--- src/rtl/aip_pkg.sv ---
package aip_pkg;

    // configuration register indexes
    localparam int unsigned CFG_INDEX_W = 1;
    localparam logic [CFG_INDEX_W-1:0] CFG_ARCHIVE_LENGTH = 1'b0;
    localparam logic [CFG_INDEX_W-1:0] CFG_ENTRY_LIMIT    = 1'b1;

    localparam logic [31:0] ENTRY_LIMIT_RESET = 32'd200000;

    // result word kinds
    localparam logic [1:0] KIND_NAME  = 2'd0;
    localparam logic [1:0] KIND_ENTRY = 2'd1;
    localparam logic [1:0] KIND_OK    = 2'd2;
    localparam logic [1:0] KIND_FAIL  = 2'd3;

    // UTF-8 encoding
    localparam logic [15:0] UTF_ONE_LIMIT = 16'h0080;
    localparam logic [15:0] UTF_TWO_LIMIT = 16'h0800;
    localparam logic [7:0]  UTF_LEAD2     = 8'hC0;
    localparam logic [7:0]  UTF_LEAD3     = 8'hE0;
    localparam logic [7:0]  UTF_CONT      = 8'h80;
    localparam logic [7:0]  UTF_MASK      = 8'h3F;

    // command from front to back
    typedef enum logic [1:0] {
        CMD_UNIT,
        CMD_ENTRY,
        CMD_FINISH
    } t_cmd_op;

    typedef struct packed {
        t_cmd_op     op;
        logic        fin;     // entry closes the archive
        logic        ok;      // final verdict
        logic [15:0] unit;
        logic [31:0] size;
        logic [31:0] offset;
        logic [31:0] number;
    } t_cmd;

endpackage

--- src/rtl/archive_index_parser_core.sv ---
// Archive index parser. Bytes of an archive go in one word per push; first_byte
// restarts parsing, and after reset the next byte is taken as byte 0 anyway.
// The header is a little-endian entry count and index size (index end is 8
// plus the size); each entry is size, offset and a zero-terminated UTF-16LE
// name. Out come name bytes as UTF-8 (kind 0, no surrogate pairing), one word
// per finished entry (kind 1) and a closing success (2) or failure (3) word,
// after which bytes are swallowed until the next first_byte. o_last marks the
// final word caused by one input byte. Rate: the front takes one byte per
// cycle while the queue has room and turns it into at most one command; the
// back issues one result word per cycle while the output is not stalled. A byte
// yields at most 3 words; an entry that closes the archive yields 2. The
// first word of a byte passes the command queue and then the back's output
// register on its way to the outputs. The back's single output port sets the
// sustained rate; the command queue of QUEUE_DEPTH entries absorbs bursts,
// and while it is full no byte is taken, even one that would yield nothing.
// Write archive_length and entry_limit only while the block is idle.
module archive_index_parser_core #(
    parameter int unsigned QUEUE_DEPTH = 4
) (
    input  logic                            i_clk,
    input  logic                            i_rst_n,
    // byte input, queue style
    input  logic                            push,
    output logic                            full,
    input  logic [7:0]                      i_data_byte,
    input  logic                            i_first_byte,
    // result output, queue style
    output logic                            empty,
    input  logic                            pop,
    output logic [1:0]                      o_kind,
    output logic [7:0]                      o_name_byte,
    output logic [31:0]                     o_entry_size,
    output logic [31:0]                     o_entry_offset,
    output logic [31:0]                     o_entry_number,
    output logic                            o_last,
    // configuration writes
    input  logic                            i_cfg_wr_en,
    input  logic [aip_pkg::CFG_INDEX_W-1:0] i_cfg_index,
    input  logic [31:0]                     i_cfg_data
);
    import aip_pkg::*;

    logic accept;
    logic cmd_push, cmd_full, cmd_valid, cmd_pop, out_valid;
    t_cmd front_cmd, queue_cmd;

    // a byte is taken whenever the queue has room for its command
    assign full   = cmd_full;
    assign accept = push && !cmd_full;

    // front: header and entry parsing, checks, one command per byte at most
    aip_front u_front (
        .i_clk        (i_clk),
        .i_rst_n      (i_rst_n),
        .i_accept     (accept),
        .i_data_byte  (i_data_byte),
        .i_first_byte (i_first_byte),
        .i_cfg_wr_en  (i_cfg_wr_en),
        .i_cfg_index  (i_cfg_index),
        .i_cfg_data   (i_cfg_data),
        .o_cmd_valid  (cmd_push),
        .o_cmd        (front_cmd)
    );

    // decoupling queue
    aip_cmd_fifo #(
        .DEPTH (QUEUE_DEPTH)
    ) u_queue (
        .i_clk   (i_clk),
        .i_rst_n (i_rst_n),
        .i_push  (cmd_push),
        .i_wdata (front_cmd),
        .o_full  (cmd_full),
        .i_pop   (cmd_pop),
        .o_rdata (queue_cmd),
        .o_valid (cmd_valid)
    );

    // back: expands commands to result words into the output register
    aip_back u_back (
        .i_clk          (i_clk),
        .i_rst_n        (i_rst_n),
        .i_cmd_valid    (cmd_valid),
        .i_cmd          (queue_cmd),
        .o_cmd_pop      (cmd_pop),
        .i_pop          (pop),
        .o_out_valid    (out_valid),
        .o_kind         (o_kind),
        .o_name_byte    (o_name_byte),
        .o_entry_size   (o_entry_size),
        .o_entry_offset (o_entry_offset),
        .o_entry_number (o_entry_number),
        .o_last         (o_last)
    );

    assign empty = !out_valid;

endmodule

--- src/rtl/aip_front.sv ---
module aip_front (
    input  logic                           i_clk,
    input  logic                           i_rst_n,
    input  logic                           i_accept,
    input  logic [7:0]                     i_data_byte,
    input  logic                           i_first_byte,
    input  logic                           i_cfg_wr_en,
    input  logic [aip_pkg::CFG_INDEX_W-1:0] i_cfg_index,
    input  logic [31:0]                    i_cfg_data,
    output logic                           o_cmd_valid,
    output aip_pkg::t_cmd                  o_cmd
);
    import aip_pkg::*;

    typedef enum logic [2:0] {
        PH_COUNT,
        PH_ISIZE,
        PH_ESIZE,
        PH_EOFF,
        PH_NLO,
        PH_NHI,
        PH_DONE
    } t_phase;

    t_phase      r_phase, n_phase, ph_e;
    logic [32:0] r_pos, n_pos, pos_e;
    logic [1:0]  r_bcnt, n_bcnt, bcnt_e;
    logic [23:0] r_acc, n_acc;
    logic [31:0] r_total, n_total;
    logic [31:0] r_index_end, n_index_end;
    logic [31:0] r_seen, n_seen, seen_e, seen_inc;
    logic [31:0] r_size, n_size;
    logic [31:0] r_offset, n_offset;
    logic [7:0]  r_low, n_low;
    logic        r_nonempty, n_nonempty;
    logic [31:0] r_archive_length, r_entry_limit;
    logic [31:0] word;
    logic [32:0] isize_end;
    logic [15:0] unit;
    logic        do_fail;

    always_comb begin
        ph_e     = i_first_byte ? PH_COUNT : r_phase;
        pos_e    = i_first_byte ? 33'd0 : r_pos;
        bcnt_e   = i_first_byte ? 2'd0 : r_bcnt;
        seen_e   = i_first_byte ? 32'd0 : r_seen;
        seen_inc = seen_e + 32'd1;
        word      = {i_data_byte, r_acc};
        isize_end = {1'b0, word} + 33'd8;
        unit      = {i_data_byte, r_low};

        n_phase     = r_phase;
        n_pos       = r_pos;
        n_bcnt      = r_bcnt;
        n_acc       = r_acc;
        n_total     = r_total;
        n_index_end = r_index_end;
        n_seen      = r_seen;
        n_size      = r_size;
        n_offset    = r_offset;
        n_low       = r_low;
        n_nonempty  = r_nonempty;
        do_fail     = 1'b0;
        o_cmd_valid = 1'b0;
        o_cmd       = '0;

        if (i_accept) begin
            n_phase = ph_e;
            n_pos   = pos_e;
            n_bcnt  = bcnt_e;
            n_seen  = seen_e;
            if (ph_e != PH_DONE) begin
                n_pos = pos_e + 33'd1;
                unique case (ph_e)
                    PH_COUNT, PH_ISIZE, PH_ESIZE, PH_EOFF: begin
                        if (ph_e == PH_ESIZE && bcnt_e == 2'd0
                                && pos_e >= {1'b0, r_index_end}) begin
                            do_fail = 1'b1;
                        end else begin
                            n_acc  = {i_data_byte, r_acc[23:8]};
                            n_bcnt = bcnt_e + 2'd1;
                            if (bcnt_e == 2'd3) begin
                                unique case (ph_e)
                                    PH_COUNT: begin
                                        n_total = word;
                                        if (word == 32'd0 || word > r_entry_limit) begin
                                            do_fail = 1'b1;
                                        end else begin
                                            n_phase = PH_ISIZE;
                                        end
                                    end
                                    PH_ISIZE: begin
                                        if (isize_end[32]
                                                || isize_end[31:0] >= r_archive_length) begin
                                            do_fail = 1'b1;
                                        end else begin
                                            n_index_end = isize_end[31:0];
                                            n_seen      = 32'd0;
                                            n_phase     = PH_ESIZE;
                                        end
                                    end
                                    PH_ESIZE: begin
                                        n_size  = word;
                                        n_phase = PH_EOFF;
                                    end
                                    default: begin
                                        n_offset   = word;
                                        n_nonempty = 1'b0;
                                        n_phase    = PH_NLO;
                                    end
                                endcase
                            end
                        end
                    end
                    PH_NLO: begin
                        if (pos_e >= {1'b0, r_index_end}) begin
                            do_fail = 1'b1;
                        end else begin
                            n_low   = i_data_byte;
                            n_phase = PH_NHI;
                        end
                    end
                    PH_NHI: begin
                        if (unit == 16'd0) begin
                            if (!r_nonempty) begin
                                do_fail = 1'b1;
                            end else begin
                                o_cmd_valid  = 1'b1;
                                o_cmd.op     = CMD_ENTRY;
                                o_cmd.size   = r_size;
                                o_cmd.offset = r_offset;
                                o_cmd.number = seen_e;
                                n_seen       = seen_inc;
                                if (seen_inc == r_total) begin
                                    o_cmd.fin = 1'b1;
                                    o_cmd.ok  = (pos_e + 33'd1 == {1'b0, r_index_end});
                                    n_phase   = PH_DONE;
                                end else begin
                                    n_phase = PH_ESIZE;
                                end
                            end
                        end else begin
                            o_cmd_valid  = 1'b1;
                            o_cmd.op     = CMD_UNIT;
                            o_cmd.unit   = unit;
                            o_cmd.number = seen_e;
                            n_nonempty   = 1'b1;
                            n_phase      = PH_NLO;
                        end
                    end
                    default: begin
                        n_phase = PH_DONE;
                    end
                endcase
                if (do_fail) begin
                    o_cmd_valid  = 1'b1;
                    o_cmd        = '0;
                    o_cmd.op     = CMD_FINISH;
                    o_cmd.ok     = 1'b0;
                    o_cmd.number = seen_e;
                    n_phase      = PH_DONE;
                end
            end
        end
    end

    always_ff @(posedge i_clk) begin
        if (!i_rst_n) begin
            r_phase          <= PH_COUNT;
            r_pos            <= '0;
            r_bcnt           <= '0;
            r_seen           <= '0;
            r_nonempty       <= 1'b0;
            r_archive_length <= '0;
            r_entry_limit    <= ENTRY_LIMIT_RESET;
        end else begin
            r_phase    <= n_phase;
            r_pos      <= n_pos;
            r_bcnt     <= n_bcnt;
            r_seen     <= n_seen;
            r_nonempty <= n_nonempty;
            if (i_cfg_wr_en) begin
                unique case (i_cfg_index)
                    CFG_ARCHIVE_LENGTH: r_archive_length <= i_cfg_data;
                    CFG_ENTRY_LIMIT:    r_entry_limit    <= i_cfg_data;
                    default:            ;
                endcase
            end
        end
        r_acc       <= n_acc;
        r_total     <= n_total;
        r_index_end <= n_index_end;
        r_size      <= n_size;
        r_offset    <= n_offset;
        r_low       <= n_low;
    end

endmodule

--- src/rtl/aip_cmd_fifo.sv ---
module aip_cmd_fifo #(
    parameter int unsigned DEPTH = 4
) (
    input  logic          i_clk,
    input  logic          i_rst_n,
    input  logic          i_push,
    input  aip_pkg::t_cmd i_wdata,
    output logic          o_full,
    input  logic          i_pop,
    output aip_pkg::t_cmd o_rdata,
    output logic          o_valid
);
    import aip_pkg::*;

    localparam int unsigned PW = (DEPTH > 1) ? $clog2(DEPTH) : 1;
    localparam int unsigned CW = $clog2(DEPTH + 1);

    t_cmd          r_mem [DEPTH];
    logic [PW-1:0] r_wr_ptr, r_rd_ptr;
    logic [CW-1:0] r_count;
    logic          do_push, do_pop;

    assign o_full  = (r_count == CW'(DEPTH));
    assign o_valid = (r_count != '0);
    assign o_rdata = r_mem[r_rd_ptr];
    assign do_push = i_push && !o_full;
    assign do_pop  = i_pop && o_valid;

    always_ff @(posedge i_clk) begin
        if (!i_rst_n) begin
            r_wr_ptr <= '0;
            r_rd_ptr <= '0;
            r_count  <= '0;
        end else begin
            if (do_push) begin
                r_wr_ptr <= (r_wr_ptr == PW'(DEPTH - 1)) ? '0 : r_wr_ptr + PW'(1);
            end
            if (do_pop) begin
                r_rd_ptr <= (r_rd_ptr == PW'(DEPTH - 1)) ? '0 : r_rd_ptr + PW'(1);
            end
            if (do_push && !do_pop) begin
                r_count <= r_count + CW'(1);
            end else if (do_pop && !do_push) begin
                r_count <= r_count - CW'(1);
            end
        end
        if (do_push) begin
            r_mem[r_wr_ptr] <= i_wdata;
        end
    end

endmodule

--- src/rtl/aip_back.sv ---
module aip_back (
    input  logic          i_clk,
    input  logic          i_rst_n,
    input  logic          i_cmd_valid,
    input  aip_pkg::t_cmd i_cmd,
    output logic          o_cmd_pop,
    input  logic          i_pop,
    output logic          o_out_valid,
    output logic [1:0]    o_kind,
    output logic [7:0]    o_name_byte,
    output logic [31:0]   o_entry_size,
    output logic [31:0]   o_entry_offset,
    output logic [31:0]   o_entry_number,
    output logic          o_last
);
    import aip_pkg::*;

    logic [1:0]  r_idx;
    logic        r_out_valid;
    logic [1:0]  r_kind;
    logic [7:0]  r_name_byte;
    logic [31:0] r_size, r_offset, r_number;
    logic        r_last;

    logic [1:0]  n_units;
    logic [7:0]  lead2, lead3, mid, tail;
    logic [1:0]  res_kind;
    logic [7:0]  res_byte;
    logic [31:0] res_size, res_offset, res_number;
    logic        res_last;
    logic        advance;

    always_comb begin
        if (i_cmd.unit < UTF_ONE_LIMIT) begin
            n_units = 2'd1;
        end else if (i_cmd.unit < UTF_TWO_LIMIT) begin
            n_units = 2'd2;
        end else begin
            n_units = 2'd3;
        end
        lead2 = UTF_LEAD2 | {3'b0, i_cmd.unit[10:6]};
        lead3 = UTF_LEAD3 | {4'b0, i_cmd.unit[15:12]};
        mid   = UTF_CONT | ({2'b0, i_cmd.unit[11:6]} & UTF_MASK);
        tail  = UTF_CONT | ({2'b0, i_cmd.unit[5:0]} & UTF_MASK);

        res_kind   = KIND_FAIL;
        res_byte   = '0;
        res_size   = '0;
        res_offset = '0;
        res_number = i_cmd.number;
        res_last   = 1'b1;

        unique case (i_cmd.op)
            CMD_UNIT: begin
                res_kind = KIND_NAME;
                res_last = (r_idx == n_units - 2'd1);
                if (r_idx == 2'd0) begin
                    if (n_units == 2'd1) begin
                        res_byte = i_cmd.unit[7:0];
                    end else if (n_units == 2'd2) begin
                        res_byte = lead2;
                    end else begin
                        res_byte = lead3;
                    end
                end else if (r_idx == 2'd1 && n_units == 2'd3) begin
                    res_byte = mid;
                end else begin
                    res_byte = tail;
                end
            end
            CMD_ENTRY: begin
                if (r_idx == 2'd0) begin
                    res_kind   = KIND_ENTRY;
                    res_size   = i_cmd.size;
                    res_offset = i_cmd.offset;
                    res_last   = !i_cmd.fin;
                end else begin
                    res_kind   = i_cmd.ok ? KIND_OK : KIND_FAIL;
                    res_number = i_cmd.number + 32'd1;
                end
            end
            CMD_FINISH: begin
                res_kind = i_cmd.ok ? KIND_OK : KIND_FAIL;
            end
            default: begin
                res_kind = KIND_FAIL;
            end
        endcase
    end

    assign advance   = i_cmd_valid && (!r_out_valid || i_pop);
    assign o_cmd_pop = advance && res_last;

    always_ff @(posedge i_clk) begin
        if (!i_rst_n) begin
            r_idx       <= '0;
            r_out_valid <= 1'b0;
        end else if (advance) begin
            r_out_valid <= 1'b1;
            r_idx       <= res_last ? 2'd0 : r_idx + 2'd1;
        end else if (i_pop) begin
            r_out_valid <= 1'b0;
        end
        if (advance) begin
            r_kind      <= res_kind;
            r_name_byte <= res_byte;
            r_size      <= res_size;
            r_offset    <= res_offset;
            r_number    <= res_number;
            r_last      <= res_last;
        end
    end

    assign o_out_valid    = r_out_valid;
    assign o_kind         = r_kind;
    assign o_name_byte    = r_name_byte;
    assign o_entry_size   = r_size;
    assign o_entry_offset = r_offset;
    assign o_entry_number = r_number;
    assign o_last         = r_last;

endmodule

--- config.mk ---
export PLATFORM = sky130hd
export DESIGN_NAME = archive_index_parser_core
export DESIGN_NICKNAME = d
export VERILOG_FILES = /design/src/rtl/aip_pkg.sv /design/src/rtl/archive_index_parser_core.sv /design/src/rtl/aip_front.sv /design/src/rtl/aip_cmd_fifo.sv /design/src/rtl/aip_back.sv
export SDC_FILE = /design/constraint.sdc
export NUM_CORES = 1
export LEC_CHECK = 0
export BUFFER_PORTS_ARGS = -buffer_cell sky130_fd_sc_hd__buf_2
export CAP_MARGIN = 20
export CORE_AREA = 2 2 446 227
export DETAILED_ROUTE_END_ITERATION = 16
export DIE_AREA = 0 0 448 229
export PLACE_DENSITY = 0.64
export RECOVER_POWER = 100
export SETUP_SLACK_MARGIN = 0.3
export SYNTH_ARGS = -nofsm -noshare
export SYNTH_HDL_FRONTEND = slang
export SYNTH_SLANG_ARGS = --single-unit
--- constraint.sdc ---
create_clock -name i_clk -period 16.2 [get_ports i_clk]
set_clock_uncertainty 0.05 [all_clocks]
set_input_delay 4.86 -clock i_clk [delete_from_list [all_inputs] [get_ports i_clk]]
set_output_delay 4.86 -clock i_clk [all_outputs]
set_load 0.05 [all_outputs]
==> qor.csv <==
metric;value;unit
status;complete, but fails checks;
violations;max-capacitance violations, max-slew violations;
synth.distinct_cells;78;
leakagePower;14.0;nW
row_count;82;
port_buffers;155;
grt_pass1_vias;23200;
drt_iter0_markers;3160;
core;98900;um2
async_reset_ff_share;0;%
synth-edff-count;731;
crit_chain;buf_4 > clkbuf_1 > clkbuf_1 > nor2b_1 > nand4_1 > nor3_1 > o21ai_0 > nand4_1 > or4_1 > nor4_1 > nand4_1 > nor4_1;
fmax;77.3;MHz
post-route-period-util;79.9;%
drv_slew;711;
finalSetupViolCount;0;
worstHoldPathCells;2;
placed_cells;4362;
pwr_density_cell;135;nW/um2
multi_input_area;13300;um2
cp-end-kind;register;
syn2layout_area_growth;11.7;%
startpoint_type;primary input;
clkTransAtPathRegs;0.06;ns
wirelength;106;mm
die_height;229;um
synthFlopType;edfxtp_1;
cp_top_family;buffers and inverters;
crit_fanout;71;
drc_errors;0;
cts_root_buffer;clkbuf_16;
crit_required;16.44;ns
drive_gt1_share;9.85;%
cts.path.max_buffers;3;
via_count;25400;
drt_first_pass_iters;8;
rsz0062_at_grt;false;
syn_area_per_cell;13.3;um2
cts-resized-gates;0;
p_total;5.93;mW
crit_top_cell;nand4_1;
grt_pass1_wl;156;mm
layout.cells.non_filler;4505;
die_w;448;um
hp-class;register to register;
seq_area_frac_synth;63.4;%
clock_latency;0.67;ns
ios;156;
tightest_slew;3.26;ns
worstPathArrival;13.18;ns
slew_headroom;-119;%
layout_min_cycle_time;12.94;ns
die_area;103000;um2
nFillCells;8999;
cts.sinks;878;
crit_buf_inv;3;
htree_levels;3;
maxCapViolCount;15;
routed_via_density;5.64;
wire_per_inst;23.5;um
worst_r2r_endpoint;u_queue.r_count[2];
yosys_warnings;0;
crit_cells;12;
rrSetupSlack;7.42;ns
vdd_drop_max;0.0970;mV
start_util;39.7;%
r2r_cells;13;
tns;0;ns
cts_buffers;76;
ys_ff_latch;878;
grt_max_degree;80;
syn_area;39200;um2
fin_nets;3255;
seq_area;24900;um2
ant_nets;0;
hpwl;69.9;mm
grt_usage;20.4;%
place_congestion;0.955;
critPathSlowestCell;clkbuf_1;
syn-num-nets;3115;
endpoint;u_queue.r_mem[1][112];
whs;0.405;ns
antenna_found_initial;7;
hold_viol_final;0;
synthCells;2956;
critPathKind;primary input to register;
grt.overflow.total;0;
fin_util;44.3;%
max_stage_delay;2.26;ns
cts_tree;done;
cts_setup_buffers;0;
crit_start;i_first_byte;
postCtsHoldBufs;0;
==> flip-flops by register name, indices dropped and copies added, names as in the netlist, 8 cells and up, named ones only <==
| signal | count |
|---|---|
| u_front.r_index_end | 32 |
| u_front.r_offset | 32 |
| u_front.r_low | 8 |
| u_front.r_archive_length | 32 |
| u_front.r_size | 32 |
| u_queue.r_mem | 464 |
| u_front.r_pos | 33 |
| u_front.r_seen | 32 |
| u_back.o_entry_offset | 32 |
| u_front.r_acc | 24 |
| u_back.o_entry_size | 32 |
| u_back.o_entry_number | 32 |
| u_back.o_name_byte | 8 |
| u_front.r_entry_limit | 32 |
| u_front.r_total | 32 |
==> power breakdown <==
part / internal [mW] / switching (mW) / total, mW / leakage (nW)
combinational: 0.327 / 0.940 / 1.27 / 5.16
sequential: 2.67 / 0.0934 / 2.77 / 7.55
clock: 1.05 / 0.842 / 1.89 / 1.25
total: 4.05 / 1.88 / 5.93 / 14.0
==> worst min-delay path by stage <==
stage / slack [ns] / startpoint / end
detailed placement: 0.40 / u_front.r_entry_limit[13] / u_front.r_entry_limit[13]
floorplan: 0.37 / u_front.r_seen[29] / u_front.r_seen[29]
global placement: 0.39 / u_front.r_seen[29] / u_front.r_seen[29]
finish: 0.40 / u_front.r_entry_limit[5] / u_front.r_entry_limit[5]
global route: 0.42 / u_front.r_archive_length[8] / u_front.r_archive_length[8]
CTS: 0.41 / u_front.r_entry_limit[13] / u_front.r_entry_limit[13]
==> cells in the mapped netlist (all sizes together), types with 33 or more instances <==
library cell / count / area share [%]
nor4: 36 / 0.74
nand3: 82 / 1.1
a21oi: 176 / 2.2
ha: 111 / 3.5
xnor2: 132 / 2.9
nand4: 54 / 0.88
edfxtp: 731 / 56
nand2b: 38 / 0.61
clkbuf: 108 / 1.0
nor3: 51 / 0.66
inv: 129 / 1.2
buf: 33 / 0.42
and3: 155 / 2.5
and2: 37 / 0.59
nor2b: 54 / 0.87
mux4: 116 / 6.7
dfxtp: 147 / 7.5
o21ai: 106 / 1.4
nand2: 267 / 2.6
nor2: 130 / 1.2
==> cell type report <==
type,instances,share of cell area [%]
flip-flops and latches,878,56.8
multi-input cells,1807,30.4
clock buffers,104,5.00
well taps,1344,3.84
repair buffers,203,1.98
inverters,130,1.12
clock inverters,36,0.837
diodes,3,0.0171
==> cells in the final DEF (no fill, tap or decap), types with 53 or more instances in the layout <==
cell type	instances
nand2_1	267
xnor2_1	132
nand3_1	80
nor2_1	126
inv_1	129
clkbuf_16	81
clkbuf_1	167
o21ai_0	106
a21oi_1	175
edfxtp_1	731
ha_1	110
mux4_2	116
and3_1	154
dfxtp_1	146
nand4_1	53
==> routing by layer <==
layer,wire length (um),global-route usage (%)
met5,12,0.700
met3,12600,6.56
met1,51800,33.8
met2,39600,24.9
met4,1890,4.20
==> stage by stage <==
stage | setup slack [ns] | area (um2)
2_1_floorplan | 4.33 | 39200
3_3_place_gp | 5.40 | 41600
3_5_place_dp | 5.27 | 41600
4_1_cts | 6.00 | 44100
5_1_grt | 2.79 | 43800
6_report | 3.26 | 43800
==> kinds of logic (layout without fill, tap and decap cells) <==
logic type,count (synthesis),in the layout,share of synthesized area [%]
AOI/OAI and AO/OA,416,416,6.23
xor gates and xnor gates,162,162,3.62
adders and majority gates,112,112,3.59
buffers and inverters,271,473,2.70
DFF,878,878,63.4
muxes,131,131,7.04
other,0,3,0
and+or+nand+nor,986,986,13.4
==> worst reg2reg max path, cell delays in order, from the launching register on <==
cell and delay, ns:
dfxtp_1 1.19, clkbuf_1 1.61, mux4_2 0.78, nor2_4 0.13, clkbuf_1 2.09, a32oi_1 0.93, and2_1 0.52, inv_1 0.09
ha_1 0.18, inv_1 0.06, fa_1 0.38, xor2_1 0.18, or3_1 0.32, a21oi_1 0.14
(Power assumes the default switching activity.)
